==> src/rtl/core/lph_pkg.sv <==
`default_nettype none

package lph_pkg;

    localparam int LPH_CAPACITY = 1024;

    localparam int KEY_W  = 32;
    localparam int VAL_W  = 32;
    localparam int CMD_W  = 2;
    localparam int RES_W  = 2;
    localparam int IDX_W  = 10;
    localparam int LIM_W  = 11;
    localparam int VCNT_W = 11;
    localparam int SLST_W = 2;

    localparam logic [LIM_W-1:0] FILL_LIMIT_RST = 11'd819;

    // home slot remainder: key bits taken DIGIT_W per cycle, msb first
    localparam int DIGIT_W    = 4;
    localparam int HASH_STEPS = KEY_W / DIGIT_W;
    localparam int HSTEP_W    = $clog2(HASH_STEPS + 1);

    typedef enum logic [CMD_W-1:0] {
        OP_INSERT = 2'd0,
        OP_FIND   = 2'd1,
        OP_REMOVE = 2'd2
    } t_op;

    typedef enum logic [RES_W-1:0] {
        RES_OK        = 2'd0,
        RES_NOT_FOUND = 2'd1,
        RES_DUP       = 2'd2,
        RES_FULL      = 2'd3
    } t_res;

    typedef enum logic [SLST_W-1:0] {
        SL_EMPTY   = 2'd0,
        SL_VALID   = 2'd1,
        SL_DELETED = 2'd2
    } t_slot;

    typedef struct packed {
        logic clear_wr;
        logic load;
        logic hash_step;
        logic seed;
        logic advance;
        logic finish;
    } t_dp_cmd;

    typedef struct packed {
        logic clear_last;
        logic hash_done;
        logic probe_end;
    } t_dp_stat;

endpackage

`default_nettype wire

==> src/rtl/core/lph_ctrl.sv <==
`default_nettype none

module lph_ctrl import lph_pkg::*; #(
    parameter int CAPACITY = LPH_CAPACITY
) (
    input  logic     i_clk,
    input  logic     i_rst_n,
    input  logic     i_start,
    input  t_dp_stat i_stat,
    output t_dp_cmd  o_cmd,
    output logic     o_busy
);

    localparam bit POW2 = (CAPACITY & (CAPACITY - 1)) == 0;

    typedef enum logic [3:0] {
        S_CLEAR = 4'b0001,
        S_IDLE  = 4'b0010,
        S_HASH  = 4'b0100,
        S_PROBE = 4'b1000
    } t_state;

    t_state r_state;
    t_state n_state;

    always_comb begin
        n_state = r_state;
        o_cmd   = '0;
        unique case (r_state)
            S_CLEAR: begin
                o_cmd.clear_wr = 1'b1;
                if (i_stat.clear_last) begin
                    n_state = S_IDLE;
                end
            end
            S_IDLE: begin
                if (i_start) begin
                    o_cmd.load = 1'b1;
                    if (POW2) begin
                        // home slot is the low key bits, read it right away
                        o_cmd.seed = 1'b1;
                        n_state    = S_PROBE;
                    end else begin
                        n_state = S_HASH;
                    end
                end
            end
            S_HASH: begin
                if (i_stat.hash_done) begin
                    o_cmd.seed = 1'b1;
                    n_state    = S_PROBE;
                end else begin
                    o_cmd.hash_step = 1'b1;
                end
            end
            S_PROBE: begin
                if (i_stat.probe_end) begin
                    o_cmd.finish = 1'b1;
                    n_state      = S_IDLE;
                end else begin
                    o_cmd.advance = 1'b1;
                end
            end
            default: begin
                n_state = S_CLEAR;
            end
        endcase
    end

    always_ff @(posedge i_clk) begin
        if (!i_rst_n) begin
            r_state <= S_CLEAR;
        end else begin
            r_state <= n_state;
        end
    end

    assign o_busy = (r_state != S_IDLE);

    a_hash_to_probe: assert property (@(posedge i_clk) disable iff (!i_rst_n)
        (r_state == S_HASH && i_stat.hash_done) |=> (r_state == S_PROBE))
        else $error("hash done did not start the probe");

endmodule

`default_nettype wire

==> config.mk <==
export PLATFORM = sky130hd
export DESIGN_NAME = lph_ctrl
export DESIGN_NICKNAME = d
export VERILOG_FILES = /design/src/rtl/core/lph_pkg.sv /design/src/rtl/core/lph_ctrl.sv
export SDC_FILE = /design/constraint.sdc
export NUM_CORES = 1
export LEC_CHECK = 0
export BUFFER_PORTS_ARGS = -buffer_cell sky130_fd_sc_hd__buf_2
export CORE_AREA = 2 2 39 41
export DETAILED_ROUTE_END_ITERATION = 16
export DIE_AREA = 0 0 41 43
export HOLD_SLACK_MARGIN = 0.05
export PLACE_DENSITY = 0.37
export SLEW_MARGIN = 10
export SYNTH_ARGS = -nofsm -noshare
export SYNTH_HDL_FRONTEND = slang
export SYNTH_SLANG_ARGS = --single-unit
==> constraint.sdc <==
create_clock -name i_clk -period 1.2 [get_ports i_clk]
set_input_delay 0.12 -clock i_clk [delete_from_list [all_inputs] [get_ports i_clk]]
set_output_delay 0.12 -clock i_clk [all_outputs]
set_load 0.02 [all_outputs]
==> impl_results.html <==
<table>
<tr><th>Metric</th><th>Value</th></tr>
<tr><th colspan="2">Cells and area</th></tr>
<tr><td>Number of flip-flops under the largest register name</td><td>3</td></tr>
<tr><td>Layout cell share with drive strength beyond 1</td><td>0.7500</td></tr>
<tr><td>Number of inserted filler cells in the final layout</td><td>150</td></tr>
<tr><td>Register with the most flip-flops</td><td>r_state</td></tr>
<tr><td>Post-layout instance count excluding filler cells</td><td>56</td></tr>
<tr><td>Finished layout cell area</td><td>between 400 and 500 µm²</td></tr>
<tr><td>Area taken by flip-flops and latches</td><td>just over 70 µm²</td></tr>
<tr><td>Footprint of the multi-input gates</td><td>about 140 µm²</td></tr>
<tr><td>Largest registers</td><td>r_state x3</td></tr>
<tr><td>Utilization after layout</td><td>0.2929</td></tr>
<tr><td>Layout overhead on the synthesized area</td><td>102.5%</td></tr>
<tr><td>Antenna fix cells</td><td>0</td></tr>
<tr><td>Total number of nets in the final design</td><td>47</td></tr>
<tr><th colspan="2">Yosys</th></tr>
<tr><td>Synthesized area divided by synthesized cell count</td><td>~9.5 µm²</td></tr>
<tr><td>Count of different cell masters after synthesis</td><td>16</td></tr>
<tr><td>Post-Syn Area</td><td>approximately 200 µm²</td></tr>
<tr><td>Sequential-to-total area share from yosys stat</td><td>0.3000</td></tr>
<tr><td>Cells after Synth</td><td>21</td></tr>
<tr><td>Number of warnings printed during yosys synthesis</td><td>0</td></tr>
<tr><td>Total nets after synthesis</td><td>27</td></tr>
<tr><td>Synth Register Bits</td><td>3</td></tr>
<tr><th colspan="2">Worst setup path</th></tr>
<tr><td>CP peak stage delay</td><td>between 0.3 and 0.4 ns</td></tr>
<tr><td>Worst path bufs/invs</td><td>2</td></tr>
<tr><td>Maximum fanout encountered on the critical timing path</td><td>4</td></tr>
<tr><td>Highest-delay cell along the critical path</td><td>sky130_fd_sc_hd__dfxtp_4</td></tr>
<tr><td>R2R setup slack</td><td>about 0.12 ns</td></tr>
<tr><td>Critical path startpoint category</td><td>register</td></tr>
<tr><td>Cell chain of the critical path</td><td>buf_4 &gt; nor3b_4 &gt; buf_6</td></tr>
<tr><td>Req. time, crit path</td><td>around 1.1 ns</td></tr>
<tr><td>Critical Path Sink Type</td><td>primary output</td></tr>
<tr><td>Critical path data arrival time</td><td>about 1.1 ns</td></tr>
<tr><td>Launch point of the worst path</td><td>r_state[0]$_SDFFE_PN1P_</td></tr>
<tr><td>Cell depth of the worst flop-to-flop path</td><td>4</td></tr>
<tr><td>Capture instance of the worst register-to-register path</td><td>r_state[1]$_SDFFE_PN0P_</td></tr>
<tr><td>Category of cells accounting for the largest share of critical-path delay</td><td>flip-flops</td></tr>
<tr><td>Startpoint of the lowest-slack register-to-register path</td><td>r_state[1]$_SDFFE_PN0P_</td></tr>
<tr><td>Critical setup path kind</td><td>register to primary output</td></tr>
<tr><th colspan="2">Worst hold path</th></tr>
<tr><td>Start point of the worst min-delay path</td><td>i_rst_n</td></tr>
<tr><td>Endpoint of the worst hold path</td><td>r_state[0]$_SDFFE_PN1P_</td></tr>
<tr><td>Hold Path Class</td><td>primary input to register</td></tr>
<tr><td>Min-Delay Path Depth</td><td>2</td></tr>
<tr><th colspan="2">Timing</th></tr>
<tr><td>Worst-case setup margin in the final layout</td><td>-0.03978 ns</td></tr>
<tr><td>Worst hold slack after final layout</td><td>~0.11 ns</td></tr>
<tr><td>Clk_skew</td><td>around 0.003 ns</td></tr>
<tr><td>Number of hold violations in the final report</td><td>0</td></tr>
<tr><td>Number of failing setup endpoints in the final timing report</td><td>5</td></tr>
<tr><td>Fin. max-slew vios</td><td>0</td></tr>
<tr><td>Period utilisation layout</td><td>1.033</td></tr>
<tr><td>Tmin final</td><td>between 1 and 1.5 ns</td></tr>
<tr><td>RSZ-0062 raised after global routing</td><td>true</td></tr>
<tr><td>Sum of negative setup slack</td><td>-0.1086 ns</td></tr>
<tr><td>Maximum clock frequency</td><td>0.8066 GHz</td></tr>
<tr><th colspan="2">Placed design</th></tr>
<tr><td>Pre-CTS WS</td><td>slightly below 0.05 ns</td></tr>
<tr><td>Detailed-placement wirelength estimate</td><td>roughly 350 µm</td></tr>
<tr><td>Number of I/O port buffers</td><td>10</td></tr>
<tr><td>Number of instances in the placed design</td><td>45</td></tr>
<tr><td>Routability-driven placement congestion ratio</td><td>about 0.66</td></tr>
<tr><td>Post-DP Area</td><td>roughly 260 µm²</td></tr>
<tr><th colspan="2">GRT</th></tr>
<tr><td>Initial antenna violation count</td><td>0</td></tr>
<tr><td>First-pass GRT wire length</td><td>about 830 µm</td></tr>
<tr><td>Largest net degree at the start of global routing</td><td>7</td></tr>
<tr><td>Number of global-route vias before repair</td><td>218</td></tr>
<tr><td>Global router's overall resource usage</td><td>0.07422</td></tr>
<tr><td>GRT overflow</td><td>0</td></tr>
<tr><th colspan="2">Floorplanning</th></tr>
<tr><td>Area of the core</td><td>1384 µm²</td></tr>
<tr><td>X dimension of the die</td><td>between 40 and 50 µm</td></tr>
<tr><td>Initial cell density of the core</td><td>0.1447</td></tr>
<tr><td>Area enclosed by the die boundary</td><td>1763 µm²</td></tr>
<tr><td>Vertical die dimension</td><td>approximately 43 µm</td></tr>
<tr><td>Total number of placement rows</td><td>14</td></tr>
<tr><td>IO Count</td><td>13</td></tr>
<tr><th colspan="2">Detailed routing</th></tr>
<tr><td>DRT antenna net count</td><td>0</td></tr>
<tr><td>Final routed wire length divided by cell count</td><td>9.268 µm</td></tr>
<tr><td>Initial DRT Pass Iterations</td><td>1</td></tr>
<tr><td>Wire length after detailed routing</td><td>519 µm</td></tr>
<tr><td>Vias after detailed routing</td><td>207</td></tr>
<tr><td>DR iter-0 viols</td><td>0</td></tr>
<tr><td>Mean number of vias per cell</td><td>between 3 and 4</td></tr>
<tr><td>DRC</td><td>0</td></tr>
<tr><th colspan="2">Clock tree</th></tr>
<tr><td>Clock transition time at the flip-flop clock pins of the worst setup and hold paths</td><td>~0.030 ns</td></tr>
<tr><td>Number of hold buffers added after CTS</td><td>0</td></tr>
<tr><td>Clock tree sinks</td><td>3</td></tr>
<tr><td>H-tree levels</td><td>1</td></tr>
<tr><td>Buffer levels on the longest clock path</td><td>2</td></tr>
<tr><td>Number of buffers created by CTS</td><td>3</td></tr>
<tr><td>Clock tree from TritonCTS</td><td>yes</td></tr>
<tr><td>Worst-skew pair later-pin latency</td><td>between 0.2 and 0.25 ns</td></tr>
<tr><td>Clk Tree Root Cell</td><td>sky130_fd_sc_hd__clkbuf_4</td></tr>
<tr><th colspan="2">Power</th></tr>
<tr><td>Highest ir drop seen on vdd</td><td>0.3879 mV</td></tr>
<tr><td>Power density over the cells</td><td>906.5 nW/µm²</td></tr>
<tr><td>Power Total</td><td>367.5 µW</td></tr>
<tr><td>Leakage power figure</td><td>about 0.18 nW</td></tr>
<tr><th colspan="2">Flow run</th></tr>
<tr><td>Max-cap viol count</td><td>0</td></tr>
<tr><th colspan="2">Status</th></tr>
<tr><td>Status</td><td>complete, but fails checks</td></tr>
<tr><td>Violated checks</td><td>setup timing</td></tr>
</table>
==> cell families after synthesis <==
kind of cell           Yosys count  synth area share
AND/OR/NAND/NOR                 10            0.4500
AO/OA/AOI/OAI                    4            0.1375
flip-flops                       3            0.3000
buffers and inverters            3           0.09371
other                            1           0.01873
==> cell usage in the layout (no fill, tap or decap), drive strengths merged <==
cell type,netlist,final
or2,1,1
conb,1,1
o311a,1,1
o21ai,1,1
buf,2,17
dfxtp,3,3
nor3b,3,3
and2,2,2
o21a,1,1
nand2b,2,2
a21oi,1,1
clkbuf,0,4
nor3,1,1
or2b,1,1
inv,1,1
==> synth_stat cells (all sizes together) <==
cell    number  area share
dfxtp        3        0.30
nor3b        3        0.22
and2         2       0.075
buf          2       0.075
nand2b       2       0.062
a21oi        1       0.025
conb         1       0.019
inv          1       0.019
nor3         1       0.025
o21a         1       0.038
o21ai        1       0.025
o311a        1       0.050
or2          1       0.031
or2b         1       0.038
==> worst max-delay path by stage <==
stage / depth (start not counted) / end / slack [ns]
6_report: 3 / o_cmd[2] / -0.04
5_1_grt: 4 / o_cmd[1] / -0.08
4_1_cts: 3 / o_cmd[2] / -0.07
3_5_place_dp: 3 / o_busy / 0.05
3_3_place_gp: 3 / o_busy / 0.07
2_1_floorplan: 3 / o_cmd[4] / 0.009
==> worst register-to-register path, stage by stage (launching register included) <==
cell and delay (ns):
sky130_fd_sc_hd__dfxtp_4 0.37, sky130_fd_sc_hd__buf_4 0.13, sky130_fd_sc_hd__nor3b_4 0.04, sky130_fd_sc_hd__and2_4 0.15, sky130_fd_sc_hd__o311a_1 0.28
==> where the power goes <==
part,internal [mW],switching (mW)
registers,0.103,0.00858
logic,0.0475,0.0334
clock network,0.124,0.0504
total,0.275,0.0924
==> what timing repair did <==
action | CTS | global route
endpoints found under the setup margin | 6 | 7
buffers inserted | 6 | 2
resized for setup | 22 | 1
pin swaps | 2 | 2
==> metal layers <==
layer,part of all wire,vias to the layer above,global-route usage
li1,-,105,-
met1,0.47,91,0.09615
met2,0.46,11,0.09063
met3,0.064,0,0.01571
met4,0,0,0.08000
met5,0,-,0
==> area by class of cell <==
class | instances | share of cell area
inverter | 1 | 0.009259
tap | 16 | 0.04938
multi-input combinational | 15 | 0.3549
sequential | 3 | 0.1759
timing repair buffer | 17 | 0.3457
clock buffer | 4 | 0.06481
(Power assumes the default switching activity.)
